===== src/design/ccu_pkg.sv =====
// Shared types and constants for the cosine curve upsampler.
// No dependencies; every other design file imports this package.
`default_nettype none

package ccu_pkg;

    localparam int COORD_BITS     = 16;
    localparam int DATA_BITS      = 2 * COORD_BITS;
    localparam int WGT_FRAC       = 30;
    localparam int WGT_BITS       = WGT_FRAC + 1;
    localparam int PROD_BITS      = COORD_BITS + WGT_BITS;
    localparam int QUEUE_DEPTH    = 2;
    localparam int SMOOTH_DEFAULT = 16;

    typedef logic signed [COORD_BITS-1:0] coord_t;
    typedef logic [COORD_BITS-1:0]        mag_t;

    // One classified knot, ready for the back end to expand
    typedef struct packed {
        coord_t base_x;     // held knot, start of the segment
        coord_t base_y;
        coord_t knot_x;     // new knot, emitted when last_knot is set
        coord_t knot_y;
        mag_t   mag_x;      // |new - held|
        mag_t   mag_y;
        logic   neg_x;
        logic   neg_y;
        logic   interp;     // held knot present: emit it plus points between
        logic   last_knot;  // end of curve: emit the new knot too
        logic   cosine;     // cosine weights for y
    } job_t;

    typedef struct packed {
        logic push;
        job_t job;
    } q_push_t;

    typedef struct packed {
        logic valid;
        job_t job;
    } q_head_t;

endpackage

`default_nettype wire


===== src/design/ccu_front.sv =====
// Front end: accepts knots, keeps the held knot and mode bit, and turns each knot
// after a held knot or at a curve end into a queue job. Depends on ccu_pkg.
`default_nettype none

module ccu_front
    import ccu_pkg::*;
(
    input  wire logic                 aclk,
    input  wire logic                 aresetn,
    input  wire logic                 s_tvalid,
    output logic                      s_tready,
    input  wire logic [DATA_BITS-1:0] s_tdata,
    input  wire logic                 s_tlast,
    input  wire logic                 cfg_wr_en,
    input  wire logic                 cfg_wr_data,
    input  wire logic                 q_full,
    output q_push_t                   push
);

    logic   have_prev_reg, have_prev_next;
    coord_t prev_x_reg, prev_x_next;
    coord_t prev_y_reg, prev_y_next;
    logic   cosine_reg;

    logic   accept;
    coord_t knot_x, knot_y;
    logic signed [COORD_BITS:0] dx, dy, dx_abs, dy_abs;

    assign s_tready = !q_full;
    assign accept   = s_tvalid && s_tready;
    assign knot_x   = coord_t'(s_tdata[COORD_BITS-1:0]);
    assign knot_y   = coord_t'(s_tdata[2*COORD_BITS-1:COORD_BITS]);

    assign dx     = (COORD_BITS+1)'(knot_x) - (COORD_BITS+1)'(prev_x_reg);
    assign dy     = (COORD_BITS+1)'(knot_y) - (COORD_BITS+1)'(prev_y_reg);
    assign dx_abs = dx[COORD_BITS] ? -dx : dx;
    assign dy_abs = dy[COORD_BITS] ? -dy : dy;

    always_comb begin
        push.push          = accept && (have_prev_reg || s_tlast);
        push.job.base_x    = prev_x_reg;
        push.job.base_y    = prev_y_reg;
        push.job.knot_x    = knot_x;
        push.job.knot_y    = knot_y;
        push.job.mag_x     = dx_abs[COORD_BITS-1:0];
        push.job.mag_y     = dy_abs[COORD_BITS-1:0];
        push.job.neg_x     = dx[COORD_BITS];
        push.job.neg_y     = dy[COORD_BITS];
        push.job.interp    = have_prev_reg;
        push.job.last_knot = s_tlast;
        push.job.cosine    = cosine_reg;
    end

    always_comb begin
        have_prev_next = have_prev_reg;
        prev_x_next    = prev_x_reg;
        prev_y_next    = prev_y_reg;
        if (accept) begin
            if (s_tlast) begin
                have_prev_next = 1'b0;
                prev_x_next    = '0;
                prev_y_next    = '0;
            end else begin
                have_prev_next = 1'b1;
                prev_x_next    = knot_x;
                prev_y_next    = knot_y;
            end
        end
    end

    always_ff @(posedge aclk) begin
        if (!aresetn) begin
            have_prev_reg <= 1'b0;
            prev_x_reg    <= '0;
            prev_y_reg    <= '0;
            cosine_reg    <= 1'b1;
        end else begin
            have_prev_reg <= have_prev_next;
            prev_x_reg    <= prev_x_next;
            prev_y_reg    <= prev_y_next;
            if (cfg_wr_en) begin
                cosine_reg <= cfg_wr_data;
            end
        end
    end

endmodule

`default_nettype wire


===== src/design/ccu_queue.sv =====
// Short job queue between the front and back ends.
// Depends on ccu_pkg for the job type.
`default_nettype none

module ccu_queue
    import ccu_pkg::*;
#(
    parameter int DEPTH = QUEUE_DEPTH
) (
    input  wire logic    aclk,
    input  wire logic    aresetn,
    input  wire q_push_t push,
    input  wire logic    pop,
    output logic         full,
    output q_head_t      head
);

    localparam int PTR_BITS = (DEPTH > 1) ? $clog2(DEPTH) : 1;
    localparam int CNT_BITS = $clog2(DEPTH + 1);

    job_t                slot_reg [DEPTH];
    logic [PTR_BITS-1:0] wr_ptr_reg, wr_ptr_next;
    logic [PTR_BITS-1:0] rd_ptr_reg, rd_ptr_next;
    logic [CNT_BITS-1:0] count_reg, count_next;
    logic                do_push, do_pop;

    assign full       = (count_reg == CNT_BITS'(DEPTH));
    assign head.valid = (count_reg != '0);
    assign head.job   = slot_reg[rd_ptr_reg];
    assign do_push    = push.push && !full;
    assign do_pop     = pop && head.valid;

    always_comb begin
        wr_ptr_next = wr_ptr_reg;
        rd_ptr_next = rd_ptr_reg;
        count_next  = count_reg;
        if (do_push) begin
            wr_ptr_next = (wr_ptr_reg == PTR_BITS'(DEPTH - 1)) ? '0 : wr_ptr_reg + 1'b1;
        end
        if (do_pop) begin
            rd_ptr_next = (rd_ptr_reg == PTR_BITS'(DEPTH - 1)) ? '0 : rd_ptr_reg + 1'b1;
        end
        if (do_push && !do_pop) begin
            count_next = count_reg + 1'b1;
        end else if (do_pop && !do_push) begin
            count_next = count_reg - 1'b1;
        end
    end

    always_ff @(posedge aclk) begin
        if (!aresetn) begin
            wr_ptr_reg <= '0;
            rd_ptr_reg <= '0;
            count_reg  <= '0;
        end else begin
            wr_ptr_reg <= wr_ptr_next;
            rd_ptr_reg <= rd_ptr_next;
            count_reg  <= count_next;
        end
    end

    always_ff @(posedge aclk) begin
        if (do_push) begin
            slot_reg[wr_ptr_reg] <= push.job;
        end
    end

endmodule

`default_nettype wire


===== src/design/ccu_back.sv =====
// Back end: steps through each job, looks up blend weights, multiplies and
// rounds, and holds the result in the output register. Depends on ccu_pkg.
`default_nettype none

module ccu_back
    import ccu_pkg::*;
#(
    parameter int SMOOTH = SMOOTH_DEFAULT
) (
    input  wire logic                 aclk,
    input  wire logic                 aresetn,
    input  wire q_head_t              head,
    output logic                      pop,
    output logic                      m_tvalid,
    input  wire logic                 m_tready,
    output logic [DATA_BITS-1:0]      m_tdata,
    output logic                      m_tuser,
    output logic                      m_tlast
);

    localparam int STEP_BITS = $clog2(SMOOTH + 1);
    localparam int IDX_BITS  = $clog2(SMOOTH);
    localparam longint ONE_Q30 = longint'(1) << WGT_FRAC;
    localparam longint unsigned PI_Q30 = 64'd3373259426;

    typedef logic [WGT_BITS-1:0] wtab_t [SMOOTH];

    function automatic longint clamp_q30(longint c);
        if (c < 0) return 0;
        if (c > ONE_Q30) return ONE_Q30;
        return c;
    endfunction

    // Cosine weight from a short Taylor series of cos(phi)
    function automatic longint cos_weight(int n);
        int m;
        logic flip;
        longint unsigned phi;
        longint p, c, w;
        m    = n;
        flip = 1'b0;
        if (2 * n > SMOOTH) begin
            m    = SMOOTH - n;
            flip = 1'b1;
        end
        phi = (PI_Q30 * longint'(m) + longint'(SMOOTH / 2)) / SMOOTH;
        p   = longint'((phi * phi) >> WGT_FRAC);
        c   = ONE_Q30;
        c   = clamp_q30(ONE_Q30 - (p * c / ONE_Q30) / 90);
        c   = clamp_q30(ONE_Q30 - (p * c / ONE_Q30) / 56);
        c   = clamp_q30(ONE_Q30 - (p * c / ONE_Q30) / 30);
        c   = clamp_q30(ONE_Q30 - (p * c / ONE_Q30) / 12);
        c   = clamp_q30(ONE_Q30 - (p * c / ONE_Q30) / 2);
        w   = (ONE_Q30 - c) / 2;
        return flip ? ONE_Q30 - w : w;
    endfunction

    function automatic wtab_t build_cos();
        wtab_t t;
        for (int n = 0; n < SMOOTH; n++) begin
            t[n] = WGT_BITS'(cos_weight(n));
        end
        return t;
    endfunction

    function automatic wtab_t build_lin();
        wtab_t t;
        for (int n = 0; n < SMOOTH; n++) begin
            t[n] = WGT_BITS'((longint'(n) * ONE_Q30 + longint'(SMOOTH / 2)) / SMOOTH);
        end
        return t;
    endfunction

    localparam wtab_t COS_TAB = build_cos();
    localparam wtab_t LIN_TAB = build_lin();

    logic enable;

    // step sequencer
    logic [STEP_BITS-1:0] step_reg, step_next;
    logic [IDX_BITS-1:0]  idx;
    logic                 in_segment;

    // stage 1: weights selected
    logic                s1_valid_reg;
    coord_t              s1_base_x_reg, s1_base_y_reg;
    mag_t                s1_mag_x_reg, s1_mag_y_reg;
    logic                s1_neg_x_reg, s1_neg_y_reg;
    logic [WGT_BITS-1:0] s1_wx_reg, s1_wy_reg;
    logic                s1_knot_reg, s1_last_reg;

    coord_t              g_base_x, g_base_y;
    mag_t                g_mag_x, g_mag_y;
    logic                g_neg_x, g_neg_y;
    logic [WGT_BITS-1:0] g_wx, g_wy;
    logic                g_knot, g_last;

    // stage 2: products
    logic                 s2_valid_reg;
    logic [PROD_BITS-1:0] s2_prod_x_reg, s2_prod_y_reg;
    coord_t               s2_base_x_reg, s2_base_y_reg;
    logic                 s2_neg_x_reg, s2_neg_y_reg;
    logic                 s2_knot_reg, s2_last_reg;

    // stage 3: round and offset
    logic [PROD_BITS:0]  sum_x, sum_y;
    mag_t                r_x, r_y;
    coord_t              pt_x, pt_y;

    logic                m_tvalid_reg;
    coord_t              m_x_reg, m_y_reg;
    logic                m_knot_reg, m_last_reg;

    assign enable = !m_tvalid_reg || m_tready;

    assign idx        = step_reg[IDX_BITS-1:0];
    assign in_segment = head.job.interp && (step_reg < STEP_BITS'(SMOOTH));

    always_comb begin
        if (in_segment) begin
            g_base_x = head.job.base_x;
            g_base_y = head.job.base_y;
            g_mag_x  = head.job.mag_x;
            g_mag_y  = head.job.mag_y;
            g_neg_x  = head.job.neg_x;
            g_neg_y  = head.job.neg_y;
            // weight at step zero is zero: the held knot comes out unchanged
            g_wx     = LIN_TAB[idx];
            g_wy     = head.job.cosine ? COS_TAB[idx] : LIN_TAB[idx];
            g_knot   = (step_reg == '0);
            g_last   = (step_reg == STEP_BITS'(SMOOTH - 1)) && !head.job.last_knot;
        end else begin
            // closing knot of the curve
            g_base_x = head.job.knot_x;
            g_base_y = head.job.knot_y;
            g_mag_x  = '0;
            g_mag_y  = '0;
            g_neg_x  = 1'b0;
            g_neg_y  = 1'b0;
            g_wx     = '0;
            g_wy     = '0;
            g_knot   = 1'b1;
            g_last   = 1'b1;
        end
    end

    assign pop = enable && head.valid && g_last;

    always_comb begin
        step_next = step_reg;
        if (enable && head.valid) begin
            step_next = g_last ? '0 : step_reg + 1'b1;
        end
    end

    assign sum_x = (PROD_BITS+1)'(s2_prod_x_reg) + ((PROD_BITS+1)'(1) << (WGT_FRAC - 1));
    assign sum_y = (PROD_BITS+1)'(s2_prod_y_reg) + ((PROD_BITS+1)'(1) << (WGT_FRAC - 1));
    assign r_x   = sum_x[WGT_FRAC +: COORD_BITS];
    assign r_y   = sum_y[WGT_FRAC +: COORD_BITS];
    assign pt_x  = s2_neg_x_reg ? s2_base_x_reg - coord_t'(r_x) : s2_base_x_reg + coord_t'(r_x);
    assign pt_y  = s2_neg_y_reg ? s2_base_y_reg - coord_t'(r_y) : s2_base_y_reg + coord_t'(r_y);

    always_ff @(posedge aclk) begin
        if (!aresetn) begin
            step_reg     <= '0;
            s1_valid_reg <= 1'b0;
            s2_valid_reg <= 1'b0;
            m_tvalid_reg <= 1'b0;
        end else begin
            step_reg <= step_next;
            if (enable) begin
                s1_valid_reg <= head.valid;
                s2_valid_reg <= s1_valid_reg;
                m_tvalid_reg <= s2_valid_reg;
            end
        end
    end

    always_ff @(posedge aclk) begin
        if (enable) begin
            s1_base_x_reg <= g_base_x;
            s1_base_y_reg <= g_base_y;
            s1_mag_x_reg  <= g_mag_x;
            s1_mag_y_reg  <= g_mag_y;
            s1_neg_x_reg  <= g_neg_x;
            s1_neg_y_reg  <= g_neg_y;
            s1_wx_reg     <= g_wx;
            s1_wy_reg     <= g_wy;
            s1_knot_reg   <= g_knot;
            s1_last_reg   <= g_last;

            s2_prod_x_reg <= PROD_BITS'(s1_mag_x_reg) * PROD_BITS'(s1_wx_reg);
            s2_prod_y_reg <= PROD_BITS'(s1_mag_y_reg) * PROD_BITS'(s1_wy_reg);
            s2_base_x_reg <= s1_base_x_reg;
            s2_base_y_reg <= s1_base_y_reg;
            s2_neg_x_reg  <= s1_neg_x_reg;
            s2_neg_y_reg  <= s1_neg_y_reg;
            s2_knot_reg   <= s1_knot_reg;
            s2_last_reg   <= s1_last_reg;

            m_x_reg    <= pt_x;
            m_y_reg    <= pt_y;
            m_knot_reg <= s2_knot_reg;
            m_last_reg <= s2_last_reg;
        end
    end

    assign m_tvalid = m_tvalid_reg;
    assign m_tdata  = {m_y_reg, m_x_reg};
    assign m_tuser  = m_knot_reg;
    assign m_tlast  = m_last_reg;

endmodule

`default_nettype wire


===== src/design/cosine_curve_upsampler.sv =====
// Cosine curve upsampler, top level: front end, job queue and back end.
// Depends on ccu_pkg, ccu_front, ccu_queue and ccu_back.
//
// Usage:
//   Knots enter on the s_ stream, one per item: tdata carries x (low half)
//   and y (high half), tlast marks the end of a curve. Results leave on the
//   m_ stream: tdata is x (low) and y (high), tuser is 1 for an original
//   knot, tlast marks the final result caused by one input item.
//   A knot following a held knot yields the held knot plus SMOOTH-1 points
//   between the two, plus the new knot itself when it ends the curve.
//   cfg_wr_en writes cfg_wr_data into the cosine-mode bit (1 = cosine blend
//   of y, 0 = linear); write it only while the block is idle.
// Timing:
//   A knot, once accepted, goes through the job queue, then the stage 1,
//   stage 2 and output registers of the back end. Results leave at one per
//   cycle while m_tready is high. Two knots can wait in the job queue, so
//   the input keeps flowing while results are drained.
// Reset:
//   aresetn low clears the held knot, empties the queue and pipeline and sets
//   cosine mode. When m_tready is low the output item holds and the back end
//   stalls; the front end keeps accepting until the queue fills.
`default_nettype none

module cosine_curve_upsampler
    import ccu_pkg::*;
#(
    parameter int SMOOTH = SMOOTH_DEFAULT
) (
    input  wire logic                 aclk,
    input  wire logic                 aresetn,
    input  wire logic                 cfg_wr_en,
    input  wire logic                 cfg_wr_data,    // use_cosine
    input  wire logic                 s_tvalid,
    output logic                      s_tready,
    input  wire logic [DATA_BITS-1:0] s_tdata,        // knot_x, knot_y
    input  wire logic                 s_tlast,        // end_of_curve
    output logic                      m_tvalid,
    input  wire logic                 m_tready,
    output logic [DATA_BITS-1:0]      m_tdata,        // point_x, point_y
    output logic                      m_tuser,        // is_knot
    output logic                      m_tlast         // last_of_run
);

    q_push_t push;
    q_head_t head;
    logic    q_full;
    logic    pop;

    ccu_front u_front (
        .aclk        (aclk),
        .aresetn     (aresetn),
        .s_tvalid    (s_tvalid),
        .s_tready    (s_tready),
        .s_tdata     (s_tdata),
        .s_tlast     (s_tlast),
        .cfg_wr_en   (cfg_wr_en),
        .cfg_wr_data (cfg_wr_data),
        .q_full      (q_full),
        .push        (push)
    );

    ccu_queue #(
        .DEPTH (QUEUE_DEPTH)
    ) u_queue (
        .aclk    (aclk),
        .aresetn (aresetn),
        .push    (push),
        .pop     (pop),
        .full    (q_full),
        .head    (head)
    );

    ccu_back #(
        .SMOOTH (SMOOTH)
    ) u_back (
        .aclk     (aclk),
        .aresetn  (aresetn),
        .head     (head),
        .pop      (pop),
        .m_tvalid (m_tvalid),
        .m_tready (m_tready),
        .m_tdata  (m_tdata),
        .m_tuser  (m_tuser),
        .m_tlast  (m_tlast)
    );

endmodule

`default_nettype wire


===== config.mk =====
export PLATFORM = sky130hd
export DESIGN_NAME = cosine_curve_upsampler
export DESIGN_NICKNAME = d
export VERILOG_FILES = /design/src/design/ccu_pkg.sv /design/src/design/ccu_front.sv /design/src/design/ccu_queue.sv /design/src/design/ccu_back.sv /design/src/design/cosine_curve_upsampler.sv
export SDC_FILE = /design/constraint.sdc
export NUM_CORES = 2
export LEC_CHECK = 0
export BUFFER_PORTS_ARGS = -buffer_cell sky130_fd_sc_hd__buf_2
export CAP_MARGIN = 20
export CORE_UTILIZATION = 30
export DETAILED_ROUTE_END_ITERATION = 6
export PLACE_DENSITY = 0.54
export SYNTH_ARGS = -nofsm -noshare
export SYNTH_HDL_FRONTEND = slang
export SYNTH_SLANG_ARGS = --single-unit

===== constraint.sdc =====
create_clock -name aclk -period 9.68 [get_ports aclk]
set_input_delay 0.968 -clock aclk [delete_from_list [all_inputs] [get_ports aclk]]
set_output_delay 0.968 -clock aclk [all_outputs]
set_load 0.01 [all_outputs]

==> flow_metrics.py <==
metrics = {
    "layout": {
        "syn_to_final_growth_pct": 10.4,
        "fillCellCount": 12700,
        "drive_above_1_share_pct": 7.46,
        "finalNetCount": 4265,
        "largest_reg_flops": 202,
    },
    "route": {
        "route.met3.wl_mm": 4.77,
        "wl_met2_mm": 40.8,
        "routed.top_layer": "met5",
        "drc_errors": 0,
        "wirelength_mm": 93.1,
        "viasPerCell": 4.68,
        "drtAntennaViolNets": 0,
        "drt_iter0_drc": 1654,
        "met1_length_mm": 46.0,
        "drt_first_pass_iters": 5,
        "num_vias": 24400,
        "wl_per_cell_um": 17.8,
    },
    "grt": {
        "gr-total-overflow": 0,
        "grt_antenna_before_repair": 10,
        "grt_pass1_vias": 24900,
        "grtUsageTotal_pct": 14.9,
        "grt_pass1_wl_mm": 147,
        "grt_max_degree": 137,
    },
    "worst_setup_path": {
        "timing.rr.end": "u_back.s2_prod_y_reg[32]$_DFFE_PN_",
        "path_class": "reg -> reg",
        "crit_fanout": 19,
        "r2r-start": "u_back.s1_mag_y_reg[8]$_SDFFCE_PN0N_",
        "worstPathRequired_ps": 10010,
        "r2r.worst_path.cells": 23,
        "end_kind": "flop",
        "crit_family": "adder cells",
        "crit_path_top_delay_cell": "edfxtp_1",
        "start_kind": "flop",
        "max_stage_delay_ps": 1000,
        "path_buf_inv": 6,
        "crit_top_cell": "fa_1",
        "crit_arrival_ps": 8210,
        "r2r_setup_slack_ps": 1800,
        "crit_chain": "buf_4 > and2_1 > inv_1 > fa_1 > inv_1 > fa_1 > fa_1 > fa_1 > fa_1 > inv_1 > fa_1 > inv_1 > ha_1 > inv_1 > o21bai_1 > a21oi_1 > o21ai_0 > a21oi_1 > nor2b_1 > a2111oi_0 > o41ai_1 > a221oi_1 > xnor2_1",
    },
    "hold_path": {
        "worstHoldEndpoint": "u_back.s2_base_x_reg[8]$_DFFE_PN_",
        "holdCritPathClass": "reg -> reg",
        "min_from": "u_back.s1_base_x_reg[8]$_DFFE_PN_",
        "holdPathStages": 0,
    },
    "clock_network": {
        "clockBufferDepth": 3,
        "postCtsSetupBuffers": 0,
        "cts_max_level": 2,
        "cts_buffers": 50,
        "cts_sinks": 453,
        "ctsResizeCount": 0,
        "holdBufCountCts": 0,
        "cts-root-buf": "clkbuf_16",
        "insertion_delay_ps": 600,
        "cts_tree": "done",
        "clk_pin_slew_worst_paths_ps": 80,
    },
    "placement": {
        "dp_hpwl_mm": 69.9,
        "port_buffers": 74,
        "pre_cts_slack_ps": 1870,
        "place_congestion": 0.877,
    },
    "timing": {
        "min_period_ps": 7880,
        "drv_slew": 0,
        "finalSetupTns_ps": 0,
        "worst_slack_ps": 1800,
        "clock.fmax_mhz": 127,
        "grt_setup_unrepaired": "no",
        "final-setup-viol-count": 0,
        "fin_crit_sh_pct": 81.4,
        "finalHoldViolCount": 0,
        "worst_pin_slew_ps": 1150,
        "fin_skew_ps": 31.5,
        "slew_headroom_pct": 23.1,
    },
    "pwr": {
        "ir_worst_vdd_v": 0.000200,
        "p_leak_nw": 18.0,
        "power.total_mw": 10.4,
        "swShare_pct": 43.5,
        "p_int_mw": 5.86,
        "sequentialPowerShare_pct": 33.7,
        "clkPwrFrac_pct": 19.1,
        "powerDensity_nw_per_um2": 247,
        "combPwrFrac_pct": 47.2,
        "p_switching_mw": 4.50,
    },
    "logic_synthesis": {
        "ys_async_sr_fraction_pct": 0,
        "seq_area_frac_synth_pct": 34.7,
        "synth.distinct_cells": 69,
        "synth-edff-count": 406,
        "synth_ff_type": "edfxtp_1",
        "syn_area_um2": 37900,
        "synth_nets": 4243,
        "syn_inst": 3504,
        "ys_warn_count": 0,
        "synth.avg_cell_area_um2": 10.8,
        "synth-seq-cells": 453,
    },
    "floorplanning": {
        "die_h_um": 357,
        "initial_core_util_pct": 30.2,
        "die_area_um2": 128000,
        "die_x_um": 357,
        "io_pins": 75,
        "coreArea_um2": 125000,
        "rows": 130,
    },
    "run": {
        "cap_violations": 0,
    },
    "run_status": {
        "status": "completed",
    },
}
-- placed cells by master (no fill, tap or decap), drive strengths merged, types with 6 or more instances in the layout --
cell type / instances
fa: 419
nor2b: 46
xor2: 73
o21ai: 58
mux4: 32
mux2: 6
o31ai: 11
ha: 281
o21bai: 19
nand2: 357
and4: 7
o211ai: 6
dfxtp: 47
buf: 114
a211oi: 16
a31oi: 22
nor3b: 38
nand4: 13
nand2b: 12
inv: 592
or3: 7
a31o: 6
xnor2: 114
mux2i: 42
a21o: 37
nor3: 28
bufinv: 6
and2: 246
a21oi: 132
nor2: 148
clkbuf: 65
and3: 19
clkinv: 16
o21a: 12
or2: 12
a2111oi: 8
nand3: 37
a311oi: 7
edfxtp: 406
-- how the worst max path moves through the flow --
stage	start	end	slack, ps	depth (start not counted)
final	u_back.s1_mag_y_reg[8]$_SDFFCE_PN0N_	u_back.s2_prod_y_reg[32]$_DFFE_PN_	1800	23
after global routing	u_back.s1_mag_y_reg[8]$_SDFFCE_PN0N_	u_back.s2_prod_y_reg[32]$_DFFE_PN_	1490	23
after CTS	u_back.s1_mag_y_reg[11]$_SDFFCE_PN0N_	u_back.s2_prod_y_reg[45]$_DFFE_PN_	1840	23
after detailed placement	u_back.s1_mag_y_reg[11]$_SDFFCE_PN0N_	u_back.s2_prod_y_reg[45]$_DFFE_PN_	1870	23
after global placement	u_back.s1_mag_y_reg[11]$_SDFFCE_PN0N_	u_back.s2_prod_y_reg[45]$_DFFE_PN_	1850	23
after floorplan	u_back.s1_mag_y_reg[1]$_SDFFCE_PN0N_	u_back.s2_prod_y_reg[45]$_DFFE_PN_	3050	23
-- area by class of cell --
class	instances	area, um^2	share of cell area [%]
clock buffer	65	1360	3.24
sequential	453	13100	31.4
tap	1650	2060	4.93
multi-input combinational	2316	22000	52.6
timing repair buffer	114	691	1.65
inverter	591	2230	5.32
antenna	3	7.51	0.0179
clock inverter	27	352	0.840
-- worst reg2reg max path: stages, from the launching register on --
cell and delay (ps):
edfxtp_1 1000, buf_4 350, and2_1 200, inv_1 80, fa_1 490, inv_1 60, fa_1 500, fa_1 590
fa_1 440, fa_1 500, inv_1 50, fa_1 470, inv_1 60, ha_1 350, inv_1 120, o21bai_1 80
a21oi_1 150, o21ai_0 180, a21oi_1 200, nor2b_1 60, a2111oi_0 470, o41ai_1 270, a221oi_1 770, xnor2_1 170
-- layer usage --
layer  vias to the layer above  global-route usage [%]
met5                         -                       0
met4                         2                    2.97
met3                       102                    1.74
met2                       555                    23.0
met1                     12300                    22.2
li1                      11500                       -
-- metrics by stage --
stage / utilization (%) / instance area (um^2) / cells / hold slack (ps)
after global routing: 33.4 / 41900 / 5217 / 422
after CTS: 33.4 / 41800 / 5215 / 419
after global placement: 32.0 / 40100 / 5123 / 402
after floorplan: - / 37900 / 3504 / 400
final: 33.4 / 41900 / 5219 / 417
after detailed placement: 32.0 / 40100 / 5123 / 405
-- cells by family (layout without fill, tap and decap cells) --
kind of cell / count (synthesis) / in the layout / share of synthesized area, %
and+or+nand+nor: 979 / 979 / 12.8
buffers and inverters: 735 / 797 / 7.29
adders and majority gates: 700 / 700 / 31.4
DFF: 453 / 453 / 34.7
AOI/OAI and AO/OA: 370 / 370 / 6.29
xor gates and xnor gates: 187 / 187 / 4.32
muxes: 80 / 80 / 3.19
other: 0 / 3 / 0
-- cell usage after synthesis (all sizes together), types with 13 or more instances --
library cell,count,area (um^2)
a211oi,16,120
a21o,37,278
a21oi,132,664
a31oi,22,138
and2,246,1540
and3,19,119
buf,13,52.6
clkbuf,131,492
dfxtp,47,941
edfxtp,406,12200
fa,419,8390
ha,281,3520
inv,591,2220
mux2i,42,420
mux4,32,721
nand2,357,1340
nand3,37,185
nand4,13,81.3
nor2,148,556
nor2b,46,288
nor3,28,140
nor3b,38,285
o21ai,58,294
o21bai,19,143
xnor2,114,998
xor2,73,639
-- power by group through the flow --
stage / clock network [mW] / logic (mW) / registers, mW
2_1_floorplan: 0 / 3.32 / 3.13
3_3_place_gp: 0 / 4.84 / 3.51
3_5_place_dp: 0 / 4.87 / 3.52
4_1_cts: 2.03 / 4.90 / 3.48
5_1_grt: 2.10 / 5.39 / 3.55
6_report: 1.98 / 4.89 / 3.49
No activity file was read; power rests on OpenSTA's default activity.
